==> config.mk <==
export PLATFORM = sky130hd
export DESIGN_NAME = epr_rot_stage
export DESIGN_NICKNAME = d
export VERILOG_FILES = /design/src/epr_pkg.sv /design/src/epr_rot_stage.sv
export SDC_FILE = /design/constraint.sdc
export NUM_CORES = 2
export LEC_CHECK = 0
export BUFFER_PORTS_ARGS = -buffer_cell sky130_fd_sc_hd__buf_4
export CAP_MARGIN = 10
export CORE_MARGIN = 10
export CORE_UTILIZATION = 50
export DETAILED_ROUTE_END_ITERATION = 7
export PLACE_DENSITY = 0.66
export SYNTH_ARGS = -nofsm -noshare
export SYNTH_HDL_FRONTEND = slang
export SYNTH_SLANG_ARGS = --single-unit
export TNS_END_PERCENT = 50
==> constraint.sdc <==
create_clock -name clock -period 8.1 [get_ports clock]
set_input_delay 0.405 -clock clock [delete_from_list [all_inputs] [get_ports clock]]
set_output_delay 0.405 -clock clock [all_outputs]
set_load 0.01 [all_outputs]
==> src/epr_pkg.sv <==
// Package for the Euler point rotation core: fixed widths, output limits
// and configuration register indexes. Depends on nothing.
package epr_pkg;

   localparam int COEF_WIDTH      = 16;
   localparam int OUT_WIDTH       = 18;
   localparam int OUT_MAX_C       = 131071;
   localparam int OUT_MIN_C       = -131072;
   localparam int CSR_INDEX_WIDTH = 3;

   typedef enum logic [CSR_INDEX_WIDTH-1:0] {
      CSR_COS_X = 3'd0,
      CSR_SIN_X = 3'd1,
      CSR_COS_Y = 3'd2,
      CSR_SIN_Y = 3'd3,
      CSR_COS_Z = 3'd4,
      CSR_SIN_Z = 3'd5
   } csr_index_type;

endpackage

==> src/epr_rot_stage.sv <==
// One plane rotation of the point: four products, then round and saturate.
// Two register layers with their own valid bits. Uses epr_pkg.
module epr_rot_stage import epr_pkg::*; #(
   parameter int A_WIDTH    = 16,
   parameter int B_WIDTH    = 16,
   parameter int SIDE_WIDTH = 16,
   parameter int FRAC_BITS  = 14
) (
   input  logic                         clock,
   input  logic                         reset,
   input  logic                         in_valid,
   output logic                         in_ready,
   input  logic signed [A_WIDTH-1:0]    in_a,
   input  logic signed [B_WIDTH-1:0]    in_b,
   input  logic [SIDE_WIDTH-1:0]        in_side,
   input  logic signed [COEF_WIDTH-1:0] coef_cos,
   input  logic signed [COEF_WIDTH-1:0] coef_sin,
   output logic                         out_valid,
   input  logic                         out_ready,
   output logic signed [OUT_WIDTH-1:0]  out_u,
   output logic signed [OUT_WIDTH-1:0]  out_v,
   output logic [SIDE_WIDTH-1:0]        out_side
);

   localparam int PA = A_WIDTH + COEF_WIDTH;
   localparam int PB = B_WIDTH + COEF_WIDTH;
   localparam int MW = (A_WIDTH > B_WIDTH) ? A_WIDTH : B_WIDTH;
   localparam int SW = (MW + COEF_WIDTH + 2 > FRAC_BITS + 2) ?
                       MW + COEF_WIDTH + 2 : FRAC_BITS + 2;
   localparam logic signed [SW-1:0] HALF   = SW'(1) << (FRAC_BITS - 1);
   localparam logic signed [SW-1:0] SAT_HI = SW'(OUT_MAX_C);
   localparam logic signed [SW-1:0] SAT_LO = SW'(OUT_MIN_C);

   logic                  mid_valid_ff, mid_valid_in;
   logic                  out_valid_ff, out_valid_in;
   logic                  mid_adv, out_adv;
   logic signed [PA-1:0]  pac_ff, pas_ff;
   logic signed [PB-1:0]  pbc_ff, pbs_ff;
   logic [SIDE_WIDTH-1:0] mid_side_ff, out_side_ff;
   logic signed [SW-1:0]  sum_u, sum_v, rnd_u, rnd_v;
   logic signed [OUT_WIDTH-1:0] out_u_ff, out_v_ff;
   logic [1:0]            fill;

   function automatic logic signed [OUT_WIDTH-1:0] sat_out(
      input logic signed [SW-1:0] val);
      logic signed [OUT_WIDTH-1:0] res;
      if (val > SAT_HI) begin
         res = OUT_WIDTH'(SAT_HI);
      end else if (val < SAT_LO) begin
         res = OUT_WIDTH'(SAT_LO);
      end else begin
         res = val[OUT_WIDTH-1:0];
      end
      return res;
   endfunction

   assign out_adv      = !out_valid_ff || out_ready;
   assign mid_adv      = !mid_valid_ff || out_adv;
   assign in_ready     = mid_adv;
   assign mid_valid_in = mid_adv ? in_valid : mid_valid_ff;
   assign out_valid_in = out_adv ? mid_valid_ff : out_valid_ff;

   always_ff @(posedge clock) begin
      if (reset) begin
         mid_valid_ff <= 1'b0;
         out_valid_ff <= 1'b0;
      end else begin
         mid_valid_ff <= mid_valid_in;
         out_valid_ff <= out_valid_in;
      end
   end

   // multiply layer
   always_ff @(posedge clock) begin
      if (mid_adv && in_valid) begin
         pac_ff      <= PA'(in_a) * PA'(coef_cos);
         pas_ff      <= PA'(in_a) * PA'(coef_sin);
         pbc_ff      <= PB'(in_b) * PB'(coef_cos);
         pbs_ff      <= PB'(in_b) * PB'(coef_sin);
         mid_side_ff <= in_side;
      end
   end

   // sum, round to nearest, saturate
   assign sum_u = SW'(pac_ff) + SW'(pbs_ff) + HALF;
   assign sum_v = SW'(pbc_ff) - SW'(pas_ff) + HALF;
   assign rnd_u = sum_u >>> FRAC_BITS;
   assign rnd_v = sum_v >>> FRAC_BITS;

   always_ff @(posedge clock) begin
      if (out_adv && mid_valid_ff) begin
         out_u_ff    <= sat_out(rnd_u);
         out_v_ff    <= sat_out(rnd_v);
         out_side_ff <= mid_side_ff;
      end
   end

   assign out_valid = out_valid_ff;
   assign out_u     = out_u_ff;
   assign out_v     = out_v_ff;
   assign out_side  = out_side_ff;

   assign fill = {1'b0, mid_valid_ff} + {1'b0, out_valid_ff};

   a_fill_up: assert property (@(posedge clock) disable iff (reset)
      (in_valid && in_ready && !(out_valid_ff && out_ready))
      |=> (fill == $past(fill) + 2'd1))
      else $error("stage lost or duplicated an incoming request");

   a_fill_down: assert property (@(posedge clock) disable iff (reset)
      (!(in_valid && in_ready) && out_valid_ff && out_ready)
      |=> (fill == $past(fill) - 2'd1))
      else $error("stage lost or duplicated a delivered request");

   a_no_bubble: assert property (@(posedge clock) disable iff (reset)
      (mid_valid_ff && !out_valid_ff) |=> out_valid_ff)
      else $error("product layer failed to advance into empty output layer");

endmodule

# Yosys cells after proc, flatten, opt, wreduce, memory -nomap -nowiden
# Cells that the tools add are included.
# word_totals
ff_bits	198
inputBits	84
output_inout_bits	54
elab_cells	30
# op_classes
add_sub_neg	4
mul	4
order_cmp	4
n_mux	2
reduce_logical	6
# op_table
operator	count
$mul A16 B16 Y32	4
$add A33 B15 Y34 const B	2
$gt A20 B18 Y1 const B	2
$lt A20 B18 Y1 const B	2
$mux W18	2
$add A32 B32 Y33	1
$sub A32 B32 Y33	1
$logic_and A1 B1 Y1	2
$logic_not A1 Y1	2
$logic_or A1 B1 Y1	2

# Logic depth before layout (Yosys ltp)
# logic_depth
word_depth	4
mapped_depth	24
ltp_nobuf	23

# Worst setup path before layout
# No wires, ideal clock.
# synth_timing
path_type	input-to-reg
startpoint	input in_a[15]
endpoint	register pac_ff[31] (data pin)
setup_time_ns	0.260
t_arrival_ns	6.076
t_required_ns	7.840
path_slack_ns	1.764
cell_stages	20
path_buffers	1
path_cell_list	clkbuf_1 -> nand2_1 -> inv_1 -> fa_1 -> fa_1 -> inv_1 -> fa_1 -> fa_1 -> fa_1 -> fa_1 -> inv_1 -> ha_1 -> a21o_1 -> a31o_2 -> a31oi_1 -> o21ai_2 -> or4_1 -> a31o_1 -> a31oi_1 -> xnor2_1
# synth_between
elab_chain_cells	1
# synth_rtl
element	line	text
start: declaration	epr_rot_stage.sv:13	input logic signed [A_WIDTH-1:0] in_a,
$mul A16 B16 Y32	epr_rot_stage.sv:76	pac_ff <= PA'(in_a) * PA'(coef_cos);
end signal: assignment	epr_rot_stage.sv:76	
end: declaration	epr_rot_stage.sv:37	logic signed [PA-1:0] pac_ff, pas_ff;
# Every way passes these cells.
# A chain may end at the register's enable or synchronous reset.

# Worst setup path after layout
# layout_timing
startpoint	input coef_sin[8]
endpoint	register pas_ff[31] (data pin)
# layout_between
elab_chain_cells	1
# layout_rtl
element	line	text
start: declaration	epr_rot_stage.sv:17	input logic signed [COEF_WIDTH-1:0] coef_sin,
$mul A16 B16 Y32	epr_rot_stage.sv:77	pas_ff <= PA'(in_a) * PA'(coef_sin);
end signal: assignment	epr_rot_stage.sv:77	
end: declaration	epr_rot_stage.sv:37	
# Every way passes these cells.

==> results.ini <==
[critical_path]
rrSetupSlack_ns = 4.09
slowest_cell_delay_on_critical_path_ns = 0.54
worstPathBufferInverterCount = 7
path_cells = buf_4 -> nand2_1 -> fa_1 -> inv_1 -> fa_1 -> inv_1 -> fa_1 -> inv_1 -> fa_1 -> fa_1 -> inv_1 -> fa_1 -> inv_1 -> ha_1 -> a21o_1 -> a21oi_1 -> nor2b_1 -> o31ai_1 -> a31oi_1 -> buf_4 -> a211oi_1 -> o21ai_0 -> a2111oi_0 -> nor3b_1
worst_r2r_path_depth = 10
worst_ep_arrival_time_ns = 6.80
crit-reg2reg-launch = pac_ff[12]$_DFFE_PP_
crit-reg2reg-capture = out_u[2]$_SDFFCE_PN1P_
crit_path_start_kind = primary input
cpMaxStageDelayCell = fa_1
cp_data_required_time_ns = 8.35
timing.setup.critical_path_class = in -> reg
timing.critical_path.max_delay_family = adder cells
crit_path_end_kind = register
worst-path-max-fanout = 32
critical-path-top-cell-by-count = fa_1

[global_route]
global_route.peak_usage_layer = met2
grt_pass1_vias = 35300
grt_max_degree = 66
globalRouteMet1Util = 0.301
groute.usage.overall = 0.211
grt_first_pass_wirelength_um = 188000
grt-ovfl-total = 0
grt_use_met3 = 0.0322
globalRouteMet2Util = 0.331
grt_antenna_before_repair = 8

[yosys]
synth.cell_area_um2 = 48700
yosys.area_share.xor_xnor = 0.0297
syn_inst = 4992
netlist_top_cells_area = fa_1 43%, edfxtp_1 12%, ha_1 12%, inv_1 9.2%, and2_1 6.4%
post-synth-top-area-fraction = 0.431
synth.avg_cell_area_um2 = 9.76
yosys.area_share.simple = 0.137
yosysUniqueCellTypes = 82
synth.yosys.seq_area_share = 0.122
ys_async_sr_fraction = 0
synth_compound_gate_area_share = 0.0563
synth_edf_count = 196
main_combinational_cell_family_by_area_after_synthesis = adder cells
yosys.area_share.adder = 0.547
ys_warn_count = 0
postSynthRegisterBits = 198
yosysTopAreaCell = fa_1
postSynthNetCount = 6576
muxShareOfSynthArea = 0.000951
yosys_most_used_dff = edfxtp_1

[timing]
setup_violations = 0
finalWorstSetupSlack_ns = 1.55
final.min_clock_period_ns = 6.55
setup_repair_after_global_routing_missed_its_margin = no
timing.final.max_slew_violations = 0
timing.clock.skew_ns = 0.0214
worst_hold_margin_ns = 0.0503
maxSlewHeadroom = 0.264
max_clock_freq_ghz = 0.153
timing_worst_slew_pin_value_ns = 1.09
finalHoldViolCount = 0
sum_neg_setup_slack_ns = 0
finalCritPeriodShare = 0.809

[final_layout]
multiInputGateArea_um2 = 37500
regArea_um2 = 5930
layout.cells.most_common = inv_1
layout_area_growth_over_synthesis_pct = 5.23
layout.nets = 6541
mostFrequentLayoutCells = 1194 x inv_1, 1048 x fa_1, 524 x nand2_1
layout.filler_cells = 8793
layout-drive-gt1-share = 0.0433

[floorplanning]
floorplan_core_area_um2 = 96700
fp.dieH_um = 332
placementRows = 114
initial_utilization = 0.504
floorplan.die.width_um = 332
io-pin-count = 138
die_area_um2 = 110000

[clock_network]
maximum_clock_path_buffer_count = 2
clk_transition_reported_paths_ns = 0.09
postCtsHoldBufs = 0
post_cts_resized = 0
insertion_delay_ns = 0.50
cts.sinks = 198
cts_post_setup_buffers_inserted = 0
cts-buffers-inserted = 17
cts_tree = yes
clockRootBuffer = clkbuf_16
htree_num_levels = 4

[routing]
drt_pass1_iterations = 6
drcViolationCount = 0
ant_nets = 0
wirelength_um = 112000
post_drt_via_cell_ratio = 5.29
first_iter_violations = 2160
vias = 33100
average_detailed_routed_wire_length_per_instance_um = 17.9

[hold_path]
holdPathStages = 2
hold_path.class = in -> reg
min_delay_endpoint = out_valid$_SDFFE_PP0P_
worst_hold_startpoint = reset

[placement]
place_congestion = 0.821
dp_worst_setup_slack_ns = 1.07
dpl_hpwl_um = 87500
placement.io_buffers = 137

[status]
result_of_the_run = finished clean

[flow_run]
number_of_max_cap_violations = 0

-- worst max path at each step --
stage	from	slack (ns)	cells past startpoint	endpoint
CTS	coef_sin[8]	1.61	23	pbs_ff[31]$_DFFE_PP_
global route	coef_sin[8]	1.25	24	pas_ff[31]$_DFFE_PP_
floorplan	in_a[15]	1.76	20	pac_ff[31]$_DFFE_PP_
global placement	in_b[7]	1.20	23	pbs_ff[30]$_DFFE_PP_
finish	coef_sin[8]	1.55	24	pas_ff[31]$_DFFE_PP_
detailed placement	coef_sin[8]	1.07	23	pbs_ff[31]$_DFFE_PP_
-- area by class of cell --
type | count | area share
Timing Repair Buffer | 146 | 0.0214
Clock buffer | 18 | 0.00857
Inverter | 1194 | 0.0875
Antenna cell | 3 | 0.000146
Clock inverter | 14 | 0.00330
Sequential cell | 198 | 0.116
Multi-Input combinational cell | 3400 | 0.732
Tap cell | 1276 | 0.0312
-- flip-flops by register name, indices dropped and copies added, names as in the netlist --
name and count:
mid_side_ff 16, out_v 18, pbc_ff 32, pac_ff 32, pbs_ff 32, out_u 18, mid_valid_ff 1, out_side 16
out_valid 1, pas_ff 32
-- layer usage --
layer / wire length (um) / part of all wire
met1: 49700 / 0.44
met5: 55 / 0.00049
met2: 51700 / 0.46
met4: 2860 / 0.026
met3: 7460 / 0.067
-- stage by stage --
| step | instances | instance area (um^2) | utilization |
|---|---|---|---|
| 3_3_place_gp | 6214 | 50600 | 0.524 |
| 5_1_grt | 6248 | 51200 | 0.530 |
| 3_5_place_dp | 6214 | 50600 | 0.524 |
| 2_1_floorplan | 4992 | 48700 | - |
| 6_report | 6249 | 51200 | 0.530 |
| 4_1_cts | 6246 | 51200 | 0.530 |
-- Yosys cell counts (47+ instances only) --
cell	count
a21o_1	59
a21oi_1	92
and2_1	499
clkbuf_1	191
edfxtp_1	196
fa_1	1048
ha_1	452
inv_1	1194
nand2_1	524
nor2_1	137
o21ai_0	61
xnor2_1	118
xor2_1	47
-- cells by family after synthesis --
family / count (synthesis)
xor+xnor: 165
flops: 198
fa+ha+maj: 1500
simple gates: 1333
mux: 4
compound gates: 398
buf+inv: 1394
Power is left out: the tool's default activity adds up to more than one toggle a clock period on the data nets, which glitch-free logic cannot reach.
